`config.mk`:
```
export PLATFORM = sky130hd
export DESIGN_NAME = framed_field_splitter_top
export DESIGN_NICKNAME = d
export VERILOG_FILES = /design/src/rtl/core/ffs_pkg.sv /design/src/rtl/core/ffs_front.sv /design/src/rtl/core/ffs_queue.sv /design/src/rtl/core/ffs_back.sv /design/src/rtl/core/framed_field_splitter_top.sv
export SDC_FILE = /design/constraint.sdc
export NUM_CORES = 1
export LEC_CHECK = 0
export BUFFER_PORTS_ARGS = -buffer_cell sky130_fd_sc_hd__buf_2
export CAP_MARGIN = 20
export CORE_MARGIN = 2
export CORE_UTILIZATION = 55
export DETAILED_ROUTE_END_ITERATION = 7
export PLACE_DENSITY_LB_ADDON = 0.25
export SLEW_MARGIN = 30
export SYNTH_ARGS = -nofsm -noshare
export SYNTH_HDL_FRONTEND = slang
export SYNTH_SLANG_ARGS = --single-unit
```
`constraint.sdc`:
```
create_clock -name clk -period 9.1 [get_ports clk]
set_clock_uncertainty 0.15 [all_clocks]
set_input_delay 1.82 -clock clk [delete_from_list [all_inputs] [get_ports clk]]
set_output_delay 1.82 -clock clk [all_outputs]
set_load 0.01 [all_outputs]
```
`src/rtl/core/ffs_pkg.sv`:
```
// Package for the framed field splitter: word types, character codes,
// front/back command type and default sizes. No dependencies.
`timescale 1ns / 1ps

package ffs_pkg;

  localparam int MAX_FIELDS_DEF = 20;
  localparam int FIELD_LEN_DEF  = 16;
  localparam int QUEUE_DEPTH    = 4;

  localparam logic [7:0] CH_OPEN   = 8'h3C;
  localparam logic [7:0] CH_CLOSE  = 8'h3E;
  localparam logic [7:0] CH_LF     = 8'h0A;
  localparam logic [7:0] CH_CR     = 8'h0D;
  localparam logic [7:0] SEP_RESET = 8'h3B;

  localparam logic [1:0] KIND_CHAR = 2'd0;
  localparam logic [1:0] KIND_END  = 2'd1;
  localparam logic [1:0] KIND_DONE = 2'd2;

  typedef enum logic [1:0] {
    PH_AWAIT,
    PH_BODY,
    PH_BAD
  } phase_t;

  typedef struct packed {
    logic [7:0] data_byte;
    logic       last_byte;
  } in_word_t;

  typedef struct packed {
    logic [1:0] result_kind;
    logic [4:0] field_index;
    logic [3:0] char_position;
    logic [7:0] char_value;
    logic       frame_ok;
    logic [4:0] field_total;
    logic       last_result;
  } out_word_t;

  // Up to three results per input byte: a body character or separator end,
  // the closing field end, and the frame result.
  typedef struct packed {
    logic       a_vld;
    logic       a_end;
    logic [4:0] a_fidx;
    logic [3:0] a_pos;
    logic [7:0] a_ch;
    logic       b_vld;
    logic [4:0] b_fidx;
    logic [3:0] b_pos;
    logic       c_vld;
    logic       c_ok;
    logic [4:0] c_total;
  } cmd_t;

endpackage

```
`src/rtl/core/ffs_front.sv`:
```
// Front end: framing state machine, one-byte hold and field counters.
// Turns each accepted word into a command for the back end. Uses ffs_pkg.
`timescale 1ns / 1ps

module ffs_front import ffs_pkg::*; #(
  parameter int MAX_FIELDS = MAX_FIELDS_DEF,
  parameter int FIELD_LEN  = FIELD_LEN_DEF
) (
  input  logic       clk,
  input  logic       rst_n,
  input  logic       accept,
  input  in_word_t   in_word,
  input  logic [7:0] sep_char,
  output logic       push,
  output cmd_t       cmd
);

  localparam int FW = $clog2(MAX_FIELDS + 1);
  localparam int PW = (FIELD_LEN > 2) ? $clog2(FIELD_LEN) : 1;

  phase_t        phase_r, phase_nxt;
  logic [7:0]    held_r, held_nxt;
  logic          held_vld_r, held_vld_nxt;
  logic [FW-1:0] field_r, field_nxt;
  logic [PW-1:0] pos_r, pos_nxt;

  logic       crlf, body_seen, ok;

  always_ff @(posedge clk) begin
    if (!rst_n) begin
      phase_r    <= PH_AWAIT;
      held_r     <= '0;
      held_vld_r <= 1'b0;
      field_r    <= '0;
      pos_r      <= '0;
    end else begin
      phase_r    <= phase_nxt;
      held_r     <= held_nxt;
      held_vld_r <= held_vld_nxt;
      field_r    <= field_nxt;
      pos_r      <= pos_nxt;
    end
  end

  always_comb begin
    phase_nxt    = phase_r;
    held_nxt     = held_r;
    held_vld_nxt = held_vld_r;
    field_nxt    = field_r;
    pos_nxt      = pos_r;
    cmd          = '0;
    crlf         = (in_word.data_byte == CH_CR) || (in_word.data_byte == CH_LF);
    body_seen    = 1'b0;
    ok           = 1'b0;

    if (accept && !crlf) begin
      case (phase_r)
        PH_AWAIT: begin
          phase_nxt = (in_word.data_byte == CH_OPEN) ? PH_BODY : PH_BAD;
        end
        PH_BODY: begin
          if (held_vld_r && (field_r < FW'(MAX_FIELDS))) begin
            if (held_r == sep_char) begin
              cmd.a_vld  = 1'b1;
              cmd.a_end  = 1'b1;
              cmd.a_fidx = 5'(field_r);
              cmd.a_pos  = 4'(pos_r);
              field_nxt  = field_r + 1'b1;
              pos_nxt    = '0;
            end else if (pos_r < PW'(FIELD_LEN - 1)) begin
              cmd.a_vld  = 1'b1;
              cmd.a_fidx = 5'(field_r);
              cmd.a_pos  = 4'(pos_r);
              cmd.a_ch   = held_r;
              pos_nxt    = pos_r + 1'b1;
            end
          end
          held_nxt     = in_word.data_byte;
          held_vld_nxt = 1'b1;
        end
        default: begin
        end
      endcase
    end

    if (accept && in_word.last_byte) begin
      body_seen = (field_nxt != '0) || (pos_nxt != '0);
      ok = (phase_nxt == PH_BODY) && held_vld_nxt && (held_nxt == CH_CLOSE) && body_seen;
      cmd.c_vld = 1'b1;
      cmd.c_ok  = ok;
      if (ok) begin
        if (field_nxt < FW'(MAX_FIELDS)) begin
          cmd.b_vld   = 1'b1;
          cmd.b_fidx  = 5'(field_nxt);
          cmd.b_pos   = 4'(pos_nxt);
          cmd.c_total = 5'(field_nxt + 1'b1);
        end else begin
          cmd.c_total = 5'(field_nxt);
        end
      end
      phase_nxt    = PH_AWAIT;
      held_nxt     = '0;
      held_vld_nxt = 1'b0;
      field_nxt    = '0;
      pos_nxt      = '0;
    end
  end

  assign push = cmd.a_vld || cmd.b_vld || cmd.c_vld;

endmodule

```
`src/rtl/core/ffs_queue.sv`:
```
// Short command queue between front and back ends.
// Register-array FIFO of cmd_t entries. Uses ffs_pkg.
`timescale 1ns / 1ps

module ffs_queue import ffs_pkg::*; #(
  parameter int DEPTH = QUEUE_DEPTH
) (
  input  logic clk,
  input  logic rst_n,
  input  logic push,
  input  cmd_t push_cmd,
  input  logic pop,
  output logic full,
  output logic not_empty,
  output cmd_t head
);

  localparam int AW = (DEPTH > 1) ? $clog2(DEPTH) : 1;
  localparam int CW = $clog2(DEPTH + 1);

  cmd_t          mem [DEPTH];
  logic [AW-1:0] wr_ptr_r, rd_ptr_r;
  logic [CW-1:0] cnt_r;

  function automatic logic [AW-1:0] ptr_inc(input logic [AW-1:0] p);
    return (p == AW'(DEPTH - 1)) ? '0 : p + 1'b1;
  endfunction

  always_ff @(posedge clk) begin
    if (push) begin
      mem[wr_ptr_r] <= push_cmd;
    end
  end

  always_ff @(posedge clk) begin
    if (!rst_n) begin
      wr_ptr_r <= '0;
      rd_ptr_r <= '0;
      cnt_r    <= '0;
    end else begin
      if (push) wr_ptr_r <= ptr_inc(wr_ptr_r);
      if (pop)  rd_ptr_r <= ptr_inc(rd_ptr_r);
      cnt_r <= cnt_r + CW'(push) - CW'(pop);
    end
  end

  assign full      = (cnt_r == CW'(DEPTH));
  assign not_empty = (cnt_r != '0);
  assign head      = mem[rd_ptr_r];

endmodule

```
`src/rtl/core/ffs_back.sv`:
```
// Back end: unpacks one command into its result words, one per cycle while
// the output is not stalled, into the output register. Uses ffs_pkg.
`timescale 1ns / 1ps

module ffs_back import ffs_pkg::*; (
  input  logic      clk,
  input  logic      rst_n,
  input  logic      q_vld,
  input  cmd_t      q_head,
  output logic      q_pop,
  output logic      out_valid,
  input  logic      out_ready,
  output out_word_t out_data
);

  cmd_t       cmd_r, cmd_nxt;
  logic [2:0] rem_r, rem_nxt;
  logic       out_vld_r, out_vld_nxt;
  out_word_t  out_r, out_nxt;

  logic       issue;
  logic [2:0] sel, rem_after;

  always_ff @(posedge clk) begin
    if (!rst_n) begin
      rem_r     <= '0;
      out_vld_r <= 1'b0;
    end else begin
      rem_r     <= rem_nxt;
      out_vld_r <= out_vld_nxt;
    end
  end

  always_ff @(posedge clk) begin
    cmd_r <= cmd_nxt;
    out_r <= out_nxt;
  end

  always_comb begin
    issue     = (rem_r != '0) && (!out_vld_r || out_ready);
    sel       = rem_r & (~rem_r + 3'd1);
    rem_after = issue ? (rem_r & ~sel) : rem_r;
    q_pop     = q_vld && (rem_after == '0);
    rem_nxt   = q_pop ? {q_head.c_vld, q_head.b_vld, q_head.a_vld} : rem_after;
    cmd_nxt   = q_pop ? q_head : cmd_r;

    out_nxt     = out_r;
    out_vld_nxt = out_ready ? 1'b0 : out_vld_r;
    if (issue) begin
      out_vld_nxt = 1'b1;
      out_nxt     = '0;
      if (sel[0]) begin
        out_nxt.result_kind   = cmd_r.a_end ? KIND_END : KIND_CHAR;
        out_nxt.field_index   = cmd_r.a_fidx;
        out_nxt.char_position = cmd_r.a_pos;
        out_nxt.char_value    = cmd_r.a_ch;
      end else if (sel[1]) begin
        out_nxt.result_kind   = KIND_END;
        out_nxt.field_index   = cmd_r.b_fidx;
        out_nxt.char_position = cmd_r.b_pos;
      end else begin
        out_nxt.result_kind = KIND_DONE;
        out_nxt.frame_ok    = cmd_r.c_ok;
        out_nxt.field_total = cmd_r.c_total;
      end
      out_nxt.last_result = ((rem_r & ~sel) == '0);
    end
  end

  assign out_valid = out_vld_r;
  assign out_data  = out_r;

endmodule

```
`src/rtl/core/framed_field_splitter_top.sv`:
```
// Top level of the framed field splitter: separator register, front end,
// command queue and back end. Uses ffs_pkg, ffs_front, ffs_queue, ffs_back.
`timescale 1ns / 1ps

// Accepts one message byte per cycle. A byte yields one result or none, but
// the final byte can yield up to three; the back end sends one result word
// per cycle from its output register while out_ready allows. A four-entry
// command queue between the front and back ends absorbs these bursts and
// output stalls; input ready drops only while that queue is full. A result
// passes through the queue, the back end's command register and its output
// register. Write the separator only while the block is idle.

module framed_field_splitter_top import ffs_pkg::*; #(
  parameter int MAX_FIELDS = MAX_FIELDS_DEF,
  parameter int FIELD_LEN  = FIELD_LEN_DEF
) (
  input  logic       clk,
  input  logic       rst_n,
  input  logic       in_valid,
  output logic       in_ready,
  input  in_word_t   in_data,
  output logic       out_valid,
  input  logic       out_ready,
  output out_word_t  out_data,
  input  logic       cfg_wr_en,
  input  logic [7:0] cfg_wr_data
);

  logic [7:0] sep_r;
  logic       accept, push, full, q_vld, q_pop;
  cmd_t       cmd, q_head;

  always_ff @(posedge clk) begin
    if (!rst_n) begin
      sep_r <= SEP_RESET;
    end else if (cfg_wr_en) begin
      sep_r <= cfg_wr_data;
    end
  end

  assign in_ready = !full;
  assign accept   = in_valid && in_ready;

  ffs_front #(
    .MAX_FIELDS (MAX_FIELDS),
    .FIELD_LEN  (FIELD_LEN)
  ) u_front (
    .clk      (clk),
    .rst_n    (rst_n),
    .accept   (accept),
    .in_word  (in_data),
    .sep_char (sep_r),
    .push     (push),
    .cmd      (cmd)
  );

  ffs_queue #(
    .DEPTH (QUEUE_DEPTH)
  ) u_queue (
    .clk       (clk),
    .rst_n     (rst_n),
    .push      (push),
    .push_cmd  (cmd),
    .pop       (q_pop),
    .full      (full),
    .not_empty (q_vld),
    .head      (q_head)
  );

  ffs_back u_back (
    .clk       (clk),
    .rst_n     (rst_n),
    .q_vld     (q_vld),
    .q_head    (q_head),
    .q_pop     (q_pop),
    .out_valid (out_valid),
    .out_ready (out_ready),
    .out_data  (out_data)
  );

`ifndef SYNTHESIS
  a_done_is_last: assert property (@(posedge clk) disable iff (!rst_n)
    out_valid && (out_data.result_kind == KIND_DONE) |-> out_data.last_result)
    else $error("frame result not marked last");

  a_ok_only_on_done: assert property (@(posedge clk) disable iff (!rst_n)
    out_valid && (out_data.result_kind != KIND_DONE) |->
      !out_data.frame_ok && (out_data.field_total == 5'd0))
    else $error("frame status on a field word");

  a_idle_after_reset: assert property (@(posedge clk)
    !rst_n |=> !out_valid)
    else $error("output valid straight after reset");
`endif

endmodule
```
==> results.rst <==
.. list-table::
   :header-rows: 1

   * - Metric
     - Value
   * - Run status
     - finished, final reports clean
   * - Floorplan core area
     - 17240 µm²
   * - Mux contribution to synthesized area
     - 10.73%
   * - Hold path startpoint
     - u_front.phase_r[1]
   * - Most instantiated library cell after synthesis
     - edfxtp_1
   * - Number of synthesized register bits
     - 244
   * - Net count of the finished layout
     - 670
   * - Ranking of synthesized cells by area
     - edfxtp_1, dfxtp_1, mux4_2, and2_1, mux2i_1
   * - Arrival time at the worst endpoint
     - 4.80 ns
   * - Crit path required time
     - 9.20 ns
   * - Peak supply drop
     - 184.1 µV
   * - Mean area per synthesized cell
     - 16.83 µm²
   * - Fraction of the mapped netlist area in compound gates
     - 4.145%
   * - Gate count after technology mapping
     - 574
   * - Actual transition at the worst max-transition pin
     - 0.8092 ns
   * - Routed WL per cell
     - 19.70 µm
   * - Final estimated routing congestion in global placement
     - 0.8433
   * - Routed Antenna Nets
     - 0
   * - Cell chain of the critical path
     - buf_2, or3b_1, a2111oi_2, nor4b_4, mux2i_1, ha_1, and3_1, a41o_1, o21ba_2
   * - Half-perimeter wire length after detailed placement
     - 10690 µm
   * - Kind of start point of the critical path
     - input port
   * - Clock tree from TritonCTS
     - built
   * - Critical path class
     - input port to register
   * - Area enclosed by the die boundary
     - 18640 µm²
   * - Filler Cells Inserted
     - 1204
   * - Sum of routed wire length over all layers
     - 17280 µm
   * - Worst setup margin
     - 4.399 ns
   * - Fraction of registers with async set/reset
     - 0%
   * - Prevailing post-synth register cell
     - edfxtp_1
   * - Post-synth top area cell
     - edfxtp_1
   * - Worst setup slack before clock tree synthesis
     - 3.957 ns
   * - Top cells by count, synth
     - edfxtp_1, nor2_1, dfxtp_1
   * - Adder and majority gate portion of the synthesized area
     - 1.995%
   * - Vertical extent of the die
     - 136.5 µm
   * - GR Overflow Total
     - 0
   * - Path type of the worst min-delay path
     - register to register
   * - Worst Hold Path Cells
     - 2
   * - H-tree depth reported by CTS
     - 1
   * - Hold endpoint
     - u_front.phase_r[1]
   * - Highest clock rate
     - 212.7 MHz
   * - Beginning of the worst register-to-register path
     - u_front.field_r[2]
   * - Number of clock sinks
     - 244
   * - Largest fanout on the critical path
     - 13
   * - Port Buffer Count
     - 49
   * - Row count
     - 48
   * - Maximum cell stage delay along the critical path
     - 0.58 ns
   * - Post-synthesis xor/xnor area fraction
     - 1.179%
   * - Latest clock arrival within the worst-skew pair
     - 0.50 ns
   * - Maximum buffer depth of the clock tree
     - 3
   * - Clock transition at path regs
     - 0.06 ns
   * - Time the worst path needs with I/O delays and setup
     - 4.701 ns
   * - Combinational family with the most area after synthesis
     - multiplexers
   * - Aggregate global-route resource usage
     - 19.28%
   * - Setup repair after global routing missed its margin
     - false
   * - Worst hold margin
     - 0.3408 ns
   * - Post-Syn Area
     - 9659 µm²
   * - Share of layout cells above drive strength 1
     - 21.93%
   * - Number of warnings issued by yosys
     - 0
   * - CP max stage cell
     - a2111oi_2
   * - Effective utilization at floorplan
     - 56.04%
   * - Lkg Pwr
     - 3.805 nW
   * - Hold Violations, Final
     - 0
   * - Routed via count
     - 5028
   * - Tightest slew margin relative to the limit
     - 45.94%
   * - Setup Fix Bufs, Post-CTS
     - 0
   * - Synthesis-to-layout area growth
     - 13.41%
   * - Number of max-cap violations
     - 0
   * - Starting DRC count in detailed routing
     - 368
   * - Root buffer cell
     - clkbuf_16
   * - Endpoint of the worst-slack reg-to-reg timing path
     - u_queue.mem[1][4]
   * - Via count of the first global-routing pass
     - 5011
   * - CTS buffer count
     - 25
   * - Critical Path End Type
     - register
   * - Top-area cell type share of the netlist area
     - 63.11%
   * - Average vias per placed instance
     - 5.733
   * - Chip width
     - 136.5 µm
   * - Logic depth of the worst register-to-register path
     - 8
   * - Number of gates given a new drive strength after cts
     - 0
   * - Share of synthesized cell area in and, or, nand and nor gates
     - 8.484%
   * - Count of flip-flops with a built-in enable after synthesis
     - 203
   * - Worst reg-to-reg setup slack
     - 5.32 ns
   * - Count of different cell masters after synthesis
     - 56
   * - Wire length of the first global-routing pass
     - 27250 µm
   * - Initial antenna violation count
     - 0
   * - Final clock period utilization by the worst path
     - 51.66%
   * - Largest net degree at the start of global routing
     - 39
   * - Antenna fix cells
     - 0
   * - Drt pass-1 iters
     - 5
   * - DRC violations left
     - 0
   * - Power density cells
     - 289.1 nW/µm²
   * - Pins Over Slew Limit
     - 0
   * - IO Pins
     - 50
   * - Total nets after synthesis
     - 610
   * - Sequential cell area fraction in the yosys report
     - 71.61%
   * - Setup TNS
     - 0 ns
   * - Final setup violation count
     - 0
   * - Core occupancy in the finished layout
     - 63.55%
   * - Hold-fix buffers, CTS
     - 0
-- cells in the final DEF (no fill, tap or decap), types with 4 or more instances in the layout --
cell type and count:
dfxtp_1 40, nor3_1 8, buf_2 49, o21ai_0 10
buf_4 9, ha_1 13, edfxtp_1 203, nand2_1 19
xnor2_1 11, mux2i_1 21, nand3_1 5, clkbuf_1 5
clkinv_1 4, nor2_1 41, clkinv_2 7, a21oi_1 4
inv_1 19, clkbuf_16 25, nor3b_1 5, a22o_1 10
nor2b_1 10, and2_1 38, mux4_2 36
-- worst max path at each step --
| stage | slack (ns) | endpoint | cells past startpoint | from |
|---|---|---|---|---|
| after floorplan | 4.23 | u_queue.cnt_r[2] | 11 | out_ready |
| after global placement | 4.01 | u_queue.mem[0][4] | 9 | in_data[8] |
| after detailed placement | 3.96 | u_queue.mem[2][4] | 9 | in_data[8] |
| after CTS | 4.47 | u_queue.mem[0][4] | 9 | in_data[8] |
| after global routing | 4.18 | u_queue.mem[1][9] | 9 | in_data[8] |
| final | 4.40 | u_queue.mem[1][4] | 9 | in_data[8] |
-- cell families after synthesis --
family	after synthesis
flops	244
fa+ha+maj	15
mux	58
buf+inv	44
simple gates	148
xor+xnor	13
compound gates	52
-- stage by stage --
stage	total power, W	area (µm²)	std cells
after floorplan	0.002007	9659	574
after global placement	0.002193	10150	832
after detailed placement	0.002223	10150	832
after CTS	0.003201	10940	877
after global routing	0.003316	10950	877
final	0.003167	10950	877
-- power breakdown --
group / switching, W / internal (W)
sequential: 0.0000656 / 0.00148
combinational: 0.000365 / 0.000280
clock: 0.000392 / 0.000589
-- registers in the layout, summed over array words and instances, names as in the netlist, named ones only --
name                cells
u_queue.mem           144
u_back.cmd_r           33
u_back.out_data        26
sep_r                   8
u_front.held_r          8
u_front.field_r         5
u_front.pos_r           4
u_back.rem_r            3
u_queue.cnt_r           3
u_front.phase_r         2
u_queue.rd_ptr_r        2
u_queue.wr_ptr_r        2
u_back.out_valid        1
u_front.held_vld_r      1
-- critical path, delay by kind of cell --
kind                       cells  cell delay [ns]
muxes                          1             0.50
AOI/OAI and AO/OA              3             1.35
and+or+nand+nor                3             0.75
buffers and inverters          1             0.10
adders and majority gates      1             0.26
-- layer usage --
| metal | part of all wire (%) | GRT usage (%) |
|---|---|---|
| met5 | 0 | 0 |
| met4 | 1.4 | 4.109 |
| met3 | 7.0 | 3.407 |
| met2 | 48 | 31.31 |
| met1 | 44 | 27.76 |
-- layout make-up --
class                   instances  area [µm²]  area share [%]
clock inverters                15       148.9           1.359
flip-flops and latches        244        6918           63.15
repair buffers                 58       312.8           2.855
multi-input cells             286        2577           23.53
inverters                      19       71.32          0.6511
well taps                     225       281.5           2.570
clock buffers                  30       644.4           5.882
No activity file was read; power rests on OpenSTA's default activity.
